**src/design/frx_pkg.sv**
```systemverilog
package frx_pkg;

   localparam int MAX_PAYLOAD_DEF = 64;

   localparam logic [15:0] CRC_INIT = 16'hFFFF;
   localparam logic [15:0] CRC_POLY = 16'h1021;
   localparam logic [15:0] CRC_TOP  = 16'h8000;

   localparam logic [7:0] SYNC_U = 8'h55;
   localparam logic [7:0] SYNC_N = 8'h4E;
   localparam logic [7:0] SYNC_E = 8'h45;
   localparam logic [7:0] SYNC_R = 8'h52;

   localparam logic [7:0] VERSION_RESET = 8'h01;

   typedef enum logic [3:0] {
      ST_HUNT,
      ST_SYNC_N,
      ST_SYNC_E,
      ST_SYNC_R,
      ST_VERSION,
      ST_CMD,
      ST_FLAGS,
      ST_SEQ,
      ST_LEN,
      ST_PAYLOAD,
      ST_CRC_LO,
      ST_CRC_HI,
      ST_EMIT
   } state_type;

   // one byte through the crc, msb first
   function automatic logic [15:0] crc16_feed(input logic [15:0] crc, input logic [7:0] b);
      logic [15:0] c;
      c = crc ^ {b, 8'h00};
      for (int k = 0; k < 8; k++) begin
         if ((c & CRC_TOP) != 16'h0000) begin
            c = {c[14:0], 1'b0} ^ CRC_POLY;
         end else begin
            c = {c[14:0], 1'b0};
         end
      end
      return c;
   endfunction

endpackage

```
**src/design/frame_receiver_crc16_top.sv**
```systemverilog
// channel | direction | handshake          | fields
// req     | in        | req_valid/req_stall | req_byte_in
// rsp     | out       | rsp_valid/rsp_stall | command, flags, sequence, length, index, byte, last
// csr     | in        | csr_wr_en           | csr_wr_data (version byte)
//
// one received word is taken per cycle while a frame is parsed; the crc of a
// word is folded in the same cycle
// a good frame then releases its payload from the store one word at a time, each
// word a store read then the output register, input stalled meanwhile
// synchronous active-high reset returns to the hunt for the first sync byte
// a stalled result holds; the store read is only issued once the output is free
module frame_receiver_crc16_top #(
   parameter int MAX_PAYLOAD = frx_pkg::MAX_PAYLOAD_DEF
) (
   input  logic       clock,
   input  logic       reset,
   input  logic       req_valid,
   output logic       req_stall,
   input  logic [7:0] req_byte_in,
   output logic       rsp_valid,
   input  logic       rsp_stall,
   output logic [7:0] rsp_command,
   output logic [7:0] rsp_frame_flags,
   output logic [7:0] rsp_sequence_res,
   output logic [6:0] rsp_payload_length,
   output logic [5:0] rsp_byte_index,
   output logic [7:0] rsp_payload_byte,
   output logic       rsp_last,
   input  logic       csr_wr_en,
   input  logic [7:0] csr_wr_data
);
   import frx_pkg::*;

   localparam int AW = (MAX_PAYLOAD > 1) ? $clog2(MAX_PAYLOAD) : 1;

   state_type   state_ff, state_in;
   logic [15:0] crc_ff, crc_in;
   logic [7:0]  version_ff;
   logic [7:0]  cmd_ff, cmd_in;
   logic [7:0]  flags_ff, flags_in;
   logic [7:0]  seq_ff, seq_in;
   logic [6:0]  len_ff, len_in;
   logic [6:0]  cnt_ff, cnt_in;
   logic [7:0]  crc_lo_ff, crc_lo_in;
   logic [6:0]  emit_idx_ff, emit_idx_in;
   logic        rd_pend_ff, rd_pend_in;
   logic [5:0]  rd_idx_ff, rd_idx_in;
   logic        rsp_valid_ff, rsp_valid_in;
   logic [7:0]  rsp_cmd_ff, rsp_cmd_in;
   logic [7:0]  rsp_flags_ff, rsp_flags_in;
   logic [7:0]  rsp_seq_ff, rsp_seq_in;
   logic [6:0]  rsp_len_ff, rsp_len_in;
   logic [5:0]  rsp_idx_ff, rsp_idx_in;
   logic [7:0]  rsp_byte_ff, rsp_byte_in;
   logic        rsp_last_ff, rsp_last_in;

   logic        accept;
   logic        out_free;
   logic        ram_wr_en;
   logic        ram_rd_en;
   logic [7:0]  ram_rd_data;
   logic [6:0]  cnt_next;
   logic        pend_last;
   logic [7:0]  b;

   assign req_stall = (state_ff == ST_EMIT);
   assign accept    = req_valid && !req_stall;
   assign out_free  = !rsp_valid_ff || !rsp_stall;
   assign b         = req_byte_in;
   assign cnt_next  = cnt_ff + 7'd1;
   assign pend_last = (({1'b0, rd_idx_ff} + 7'd1) == len_ff);

   frx_ram #(
      .WIDTH (8),
      .DEPTH (MAX_PAYLOAD)
   ) u_store (
      .clock   (clock),
      .wr_en   (ram_wr_en),
      .wr_addr (cnt_ff[AW-1:0]),
      .wr_data (b),
      .rd_en   (ram_rd_en),
      .rd_addr (emit_idx_ff[AW-1:0]),
      .rd_data (ram_rd_data)
   );

   always_comb begin
      state_in     = state_ff;
      crc_in       = crc_ff;
      cmd_in       = cmd_ff;
      flags_in     = flags_ff;
      seq_in       = seq_ff;
      len_in       = len_ff;
      cnt_in       = cnt_ff;
      crc_lo_in    = crc_lo_ff;
      emit_idx_in  = emit_idx_ff;
      rd_pend_in   = rd_pend_ff;
      rd_idx_in    = rd_idx_ff;
      rsp_valid_in = rsp_valid_ff && rsp_stall;
      rsp_cmd_in   = rsp_cmd_ff;
      rsp_flags_in = rsp_flags_ff;
      rsp_seq_in   = rsp_seq_ff;
      rsp_len_in   = rsp_len_ff;
      rsp_idx_in   = rsp_idx_ff;
      rsp_byte_in  = rsp_byte_ff;
      rsp_last_in  = rsp_last_ff;
      ram_wr_en    = 1'b0;
      ram_rd_en    = 1'b0;

      case (state_ff)
         ST_EMIT: begin
            if (rd_pend_ff) begin
               rsp_valid_in = 1'b1;
               rsp_cmd_in   = cmd_ff;
               rsp_flags_in = flags_ff;
               rsp_seq_in   = seq_ff;
               rsp_len_in   = len_ff;
               rsp_idx_in   = rd_idx_ff;
               rsp_byte_in  = ram_rd_data;
               rsp_last_in  = pend_last;
               rd_pend_in   = 1'b0;
               if (pend_last) begin
                  state_in = ST_HUNT;
               end
            end else if (out_free) begin
               if (len_ff == 7'd0) begin
                  // empty payload: a single closing word
                  rsp_valid_in = 1'b1;
                  rsp_cmd_in   = cmd_ff;
                  rsp_flags_in = flags_ff;
                  rsp_seq_in   = seq_ff;
                  rsp_len_in   = len_ff;
                  rsp_idx_in   = 6'd0;
                  rsp_byte_in  = 8'd0;
                  rsp_last_in  = 1'b1;
                  state_in     = ST_HUNT;
               end else begin
                  ram_rd_en   = 1'b1;
                  rd_pend_in  = 1'b1;
                  rd_idx_in   = emit_idx_ff[5:0];
                  emit_idx_in = emit_idx_ff + 7'd1;
               end
            end
         end
         ST_SYNC_N: begin
            if (accept) begin
               if (b == SYNC_N) begin
                  crc_in   = crc16_feed(crc_ff, b);
                  state_in = ST_SYNC_E;
               end else begin
                  state_in = ST_HUNT;
               end
            end
         end
         ST_SYNC_E: begin
            if (accept) begin
               if (b == SYNC_E) begin
                  crc_in   = crc16_feed(crc_ff, b);
                  state_in = ST_SYNC_R;
               end else begin
                  state_in = ST_HUNT;
               end
            end
         end
         ST_SYNC_R: begin
            if (accept) begin
               if (b == SYNC_R) begin
                  crc_in   = crc16_feed(crc_ff, b);
                  state_in = ST_VERSION;
               end else begin
                  state_in = ST_HUNT;
               end
            end
         end
         ST_VERSION: begin
            if (accept) begin
               if (b == version_ff) begin
                  crc_in   = crc16_feed(crc_ff, b);
                  state_in = ST_CMD;
               end else begin
                  state_in = ST_HUNT;
               end
            end
         end
         ST_CMD: begin
            if (accept) begin
               cmd_in   = b;
               crc_in   = crc16_feed(crc_ff, b);
               state_in = ST_FLAGS;
            end
         end
         ST_FLAGS: begin
            if (accept) begin
               flags_in = b;
               crc_in   = crc16_feed(crc_ff, b);
               state_in = ST_SEQ;
            end
         end
         ST_SEQ: begin
            if (accept) begin
               seq_in   = b;
               crc_in   = crc16_feed(crc_ff, b);
               state_in = ST_LEN;
            end
         end
         ST_LEN: begin
            if (accept) begin
               if ({1'b0, b} > 9'(MAX_PAYLOAD)) begin
                  state_in = ST_HUNT;
               end else begin
                  len_in   = b[6:0];
                  cnt_in   = 7'd0;
                  crc_in   = crc16_feed(crc_ff, b);
                  state_in = (b == 8'd0) ? ST_CRC_LO : ST_PAYLOAD;
               end
            end
         end
         ST_PAYLOAD: begin
            if (accept) begin
               ram_wr_en = 1'b1;
               crc_in    = crc16_feed(crc_ff, b);
               cnt_in    = cnt_next;
               if (cnt_next >= len_ff) begin
                  state_in = ST_CRC_LO;
               end
            end
         end
         ST_CRC_LO: begin
            if (accept) begin
               crc_lo_in = b;
               state_in  = ST_CRC_HI;
            end
         end
         ST_CRC_HI: begin
            if (accept) begin
               if ({b, crc_lo_ff} == crc_ff) begin
                  emit_idx_in = 7'd0;
                  state_in    = ST_EMIT;
               end else begin
                  state_in = ST_HUNT;
               end
            end
         end
         default: begin
            if (accept) begin
               state_in = ST_HUNT;
               if (b == SYNC_U) begin
                  crc_in   = crc16_feed(CRC_INIT, b);
                  state_in = ST_SYNC_N;
               end
            end
         end
      endcase
   end

   always_ff @(posedge clock) begin
      if (reset) begin
         state_ff     <= ST_HUNT;
         crc_ff       <= CRC_INIT;
         version_ff   <= VERSION_RESET;
         cmd_ff       <= 8'd0;
         flags_ff     <= 8'd0;
         seq_ff       <= 8'd0;
         len_ff       <= 7'd0;
         cnt_ff       <= 7'd0;
         crc_lo_ff    <= 8'd0;
         emit_idx_ff  <= 7'd0;
         rd_pend_ff   <= 1'b0;
         rsp_valid_ff <= 1'b0;
      end else begin
         state_ff     <= state_in;
         crc_ff       <= crc_in;
         cmd_ff       <= cmd_in;
         flags_ff     <= flags_in;
         seq_ff       <= seq_in;
         len_ff       <= len_in;
         cnt_ff       <= cnt_in;
         crc_lo_ff    <= crc_lo_in;
         emit_idx_ff  <= emit_idx_in;
         rd_pend_ff   <= rd_pend_in;
         rsp_valid_ff <= rsp_valid_in;
         if (csr_wr_en) begin
            version_ff <= csr_wr_data;
         end
      end
   end

   always_ff @(posedge clock) begin
      rd_idx_ff    <= rd_idx_in;
      rsp_cmd_ff   <= rsp_cmd_in;
      rsp_flags_ff <= rsp_flags_in;
      rsp_seq_ff   <= rsp_seq_in;
      rsp_len_ff   <= rsp_len_in;
      rsp_idx_ff   <= rsp_idx_in;
      rsp_byte_ff  <= rsp_byte_in;
      rsp_last_ff  <= rsp_last_in;
   end

   assign rsp_valid          = rsp_valid_ff;
   assign rsp_command        = rsp_cmd_ff;
   assign rsp_frame_flags    = rsp_flags_ff;
   assign rsp_sequence_res   = rsp_seq_ff;
   assign rsp_payload_length = rsp_len_ff;
   assign rsp_byte_index     = rsp_idx_ff;
   assign rsp_payload_byte   = rsp_byte_ff;
   assign rsp_last           = rsp_last_ff;

endmodule

```
**src/design/frx_ram.sv**
```systemverilog
module frx_ram #(
   parameter int WIDTH = 8,
   parameter int DEPTH = 64,
   localparam int AW = (DEPTH > 1) ? $clog2(DEPTH) : 1
) (
   input  logic             clock,
   input  logic             wr_en,
   input  logic [AW-1:0]    wr_addr,
   input  logic [WIDTH-1:0] wr_data,
   input  logic             rd_en,
   input  logic [AW-1:0]    rd_addr,
   output logic [WIDTH-1:0] rd_data
);

   logic [WIDTH-1:0] mem [DEPTH];
   logic [WIDTH-1:0] rd_data_ff;

   always_ff @(posedge clock) begin
      if (wr_en) begin
         mem[wr_addr] <= wr_data;
      end
      if (rd_en) begin
         rd_data_ff <= mem[rd_addr];
      end
   end

   assign rd_data = rd_data_ff;

endmodule

```
**config.mk**
```make
export PLATFORM = sky130hd
export DESIGN_NAME = frame_receiver_crc16_top
export DESIGN_NICKNAME = d
export VERILOG_FILES = /design/src/design/frx_pkg.sv /design/src/design/frame_receiver_crc16_top.sv /design/src/design/frx_ram.sv
export SDC_FILE = /design/constraint.sdc
export NUM_CORES = 1
export LEC_CHECK = 0
export ABC_CLOCK_PERIOD_IN_PS = 4030
export BUFFER_PORTS_ARGS = -buffer_cell sky130_fd_sc_hd__buf_4
export CAP_MARGIN = 20
export CELL_PAD_IN_SITES_DETAIL_PLACEMENT = 0
export CELL_PAD_IN_SITES_GLOBAL_PLACEMENT = 2
export CORE_MARGIN = 2
export CORE_UTILIZATION = 40
export CTS_BUF_LIST = sky130_fd_sc_hd__clkbuf_8
export DETAILED_ROUTE_END_ITERATION = 8
export PLACE_DENSITY = 0.64
export SLEW_MARGIN = 10
export SYNTH_ARGS = -nofsm -noshare
export SYNTH_HDL_FRONTEND = slang
export SYNTH_SLANG_ARGS = --single-unit
```
**constraint.sdc**
```tcl
create_clock -name clock -period 4.03 [get_ports clock]
set_input_delay 0.6045 -clock clock [delete_from_list [all_inputs] [get_ports clock]]
set_output_delay 0.6045 -clock clock [all_outputs]
set_load 0.01 [all_outputs]
```
==> impl_metrics.env <==
export IMPL_fp_row_count=94
export IMPL_area_growth_pct=15.69
export IMPL_ant_nets=0
export IMPL_yosysWarnings=0
export IMPL_ys_seq_area_share_pct=71.19
export IMPL_criticalPathCategory="flip-flop to flip-flop"
export IMPL_tns_ns=0
export IMPL_finalHoldViolCount=0
export IMPL_cts_resized=0
export IMPL_start_kind="flip-flop"
export IMPL_startpoint="state_ff[3]"
export IMPL_cpPeakStageDelay_ns=0.75
export IMPL_clk_pin_slew_ns=0.06
export IMPL_status="completed"
export IMPL_crit_end="u_store.mem[25][0]"
export IMPL_synthTopCellsByArea="edfxtp_1, mux4_2, dfxtp_1"
export IMPL_grt_pass1_vias=14370
export IMPL_antenna_found_initial=4
export IMPL_tightest_slew_ns=1.023
export IMPL_dieArea_mm2=0.06815
export IMPL_fmax_ghz=0.3102
export IMPL_cpLargestDelayFamily="simple AND/OR/NAND/NOR gates"
export IMPL_drive_above_1_share_pct=27.23
export IMPL_top_regs="u_store.mem x512, crc_ff x16"
export IMPL_power_per_cell_area_mw_per_mm2=420.0
export IMPL_cts_made_buffers=107
export IMPL_viasPerCell=5.315
export IMPL_rrSetupSlack_ns=0.81
export IMPL_fin_crit_sh_pct=79.99
export IMPL_synth_edf_count=572
export IMPL_power_total_mw=12.84
export IMPL_nets=1720
export IMPL_routed_wirelength_mm=66.61
export IMPL_worstSetupPathDepth=5
export IMPL_ys_flop_type="edfxtp_1"
export IMPL_holdCritPathClass="input pin to flip-flop"
export IMPL_syn_cell_area_mm2=0.02643
export IMPL_yosysMostFrequentCell="edfxtp_1"
export IMPL_relSlewSlack_pct=31.55
export IMPL_port_buffer_count=68
export IMPL_cts_max_path_buffers=3
export IMPL_slowest_stage="nor2_1"
export IMPL_setup_viol_count_final=0
export IMPL_leakage_nw=9.817
export IMPL_die_x_um=261.1
export IMPL_synth_top_cell_by_area="edfxtp_1"
export IMPL_path_buf_inv=1
export IMPL_postSynthAreaPerCell_um2=17.73
export IMPL_clock_power_share_pct=40.9
export IMPL_intPower_mw=10.09
export IMPL_swShare_pct=21.42
export IMPL_core_area_mm2=0.06563
export IMPL_worstPathCellList="nor4bb_1, nand3_1, inv_1, nand2_1, nor2_1"
export IMPL_fin_util_pct=46.60
export IMPL_grt_pass1_wl_mm=97.98
export IMPL_syn_nets=1522
export IMPL_regMostFlops="u_store.mem"
export IMPL_cts_tree="built"
export IMPL_vias=14050
export IMPL_period_needed_ns=3.224
export IMPL_grt_usage_pct=19.89
export IMPL_first_iter_violations=1235
export IMPL_ir_drop_mv=0.2173
export IMPL_num_io_pins=69
export IMPL_r2r_start="state_ff[3]"
export IMPL_cp_arrival_ns=3.54
export IMPL_combPwrFrac_pct=1.8
export IMPL_synthCells=1491
export IMPL_cts_htree_levels=3
export IMPL_reg2reg_to="u_store.mem[25][0]"
export IMPL_hold_buffers=0
export IMPL_start_util_pct=40.28
export IMPL_gp_congestion=0.7637
export IMPL_r2r_cells=5
export IMPL_cts_sinks=654
export IMPL_cp_data_required_time_ns=4.35
export IMPL_drc=0
export IMPL_dp_hpwl_mm=42.45
export IMPL_ys_top_cells_by_count="edfxtp_1, nor2_1, mux4_2"
export IMPL_root_buffer="clkbuf_8"
export IMPL_drv_cap=0
export IMPL_worst_setup_path_end_kind="flip-flop"
export IMPL_skew_ns=0.02123
export IMPL_clk_latency_ns=0.69
export IMPL_post_cts_buffers=0
export IMPL_wl_per_cell_um=25.20
export IMPL_ys_types=63
export IMPL_grt_start_max_net_pins=81
export IMPL_p_seq_share_pct=57.3
export IMPL_rsz0062_at_grt="false"
export IMPL_p_sw_mw=2.751
export IMPL_gr_total_overflow=0
export IMPL_crit_fanout=20
export IMPL_async_reset_ff_share_pct=0
export IMPL_largest_reg_flops=512
export IMPL_dieHeight_um=261.1
export IMPL_report_final_slew_viol_count=0
export IMPL_drt_first_pass_iters=5
export IMPL_synth_top_area_share_pct=64.98
export IMPL_synth_seq_cells=654
==> per-layer routing <==
layer,vias up,routed length [um],global-route usage [%]
li1,6279,-,-
met3,83,3822,4.113
met2,413,31940,31.64
met1,7272,29670,28.23
met5,-,0,0
met4,0,1176,4.893
==> stage by stage <==
step | hold slack (ns) | setup slack, ns | area (um2) | cells
floorplan | 0.4064 | 1.049 | 26430 | 1491
global placement | 0.4194 | 0.7399 | 28620 | 2443
detailed placement | 0.4194 | 0.7678 | 28630 | 2444
CTS | 0.08034 | 0.7811 | 30570 | 2638
global route | 0.09718 | 0.5492 | 30580 | 2641
finish | 0.1450 | 0.8063 | 30580 | 2643
==> worst min-delay path by stage <==
| stage | startpoint | end | slack, ns | cells past startpoint |
|---|---|---|---|---|
| final | csr_wr_data[0] | version_ff[0] | 0.14 | 2 |
| after global routing | csr_wr_data[0] | version_ff[0] | 0.1 | 2 |
| after CTS | csr_wr_data[0] | version_ff[0] | 0.08 | 2 |
| after detailed placement | flags_ff[1] | rsp_frame_flags[1] | 0.42 | 0 |
| after global placement | flags_ff[5] | rsp_frame_flags[5] | 0.42 | 0 |
| after floorplan | emit_idx_ff[2] | rd_idx_ff[2] | 0.41 | 0 |
==> area by class of cell <==
| type | instances | area [um2] |
|---|---|---|
| timing repair buffer | 179 | 1448 |
| tap | 864 | 1081 |
| sequential | 654 | 18830 |
| clock inverter | 82 | 392.9 |
| clock buffer | 112 | 1541 |
| antenna | 5 | 12.51 |
| fill | 5640 | 35050 |
| inverter | 14 | 52.55 |
| multi-input combinational | 733 | 7226 |
==> kinds of logic after synthesis <==
group                    count (synthesis)  share of synthesized area (%)
flip-flops                             654                          71.19
multiplexers                           222                          15.72
buffers and inverters                  104                          1.562
AO/OA/AOI/OAI                           91                          2.315
XOR/XNOR                                81                          2.788
adder cells (fa/ha/maj)                 10                         0.4734
AND/OR/NAND/NOR                        329                          5.945
==> cells in the final DEF (no fill, tap or decap), drive strengths merged, types with 4 or more instances in the layout <==
| cell | count |
|---|---|
| a211o | 10 |
| a211oi | 4 |
| a21oi | 29 |
| a221oi | 4 |
| and2 | 16 |
| and3 | 4 |
| buf | 179 |
| clkbuf | 112 |
| clkinv | 33 |
| dfxtp | 82 |
| diode | 5 |
| edfxtp | 572 |
| ha | 10 |
| inv | 59 |
| mux2 | 6 |
| mux2i | 62 |
| mux4 | 154 |
| nand2 | 36 |
| nand2b | 7 |
| nand3 | 20 |
| nand3b | 9 |
| nand4 | 4 |
| nor2 | 172 |
| nor2b | 8 |
| nor3 | 10 |
| nor4 | 14 |
| o21ai | 15 |
| or2 | 5 |
| or3 | 5 |
| or4 | 4 |
| or4b | 4 |
| xnor2 | 51 |
| xor2 | 28 |
==> power by group through the flow <==
stage | sequential (mW) | combinational [mW] | clock [mW]
detailed placement | 7.50 | 0.238 | 0
global route | 7.35 | 0.253 | 5.71
finish | 7.36 | 0.233 | 5.25
CTS | 7.36 | 0.239 | 5.43
floorplan | 7.50 | 0.0821 | 0
global placement | 7.50 | 0.232 | 0
(Power assumes the default switching activity.)
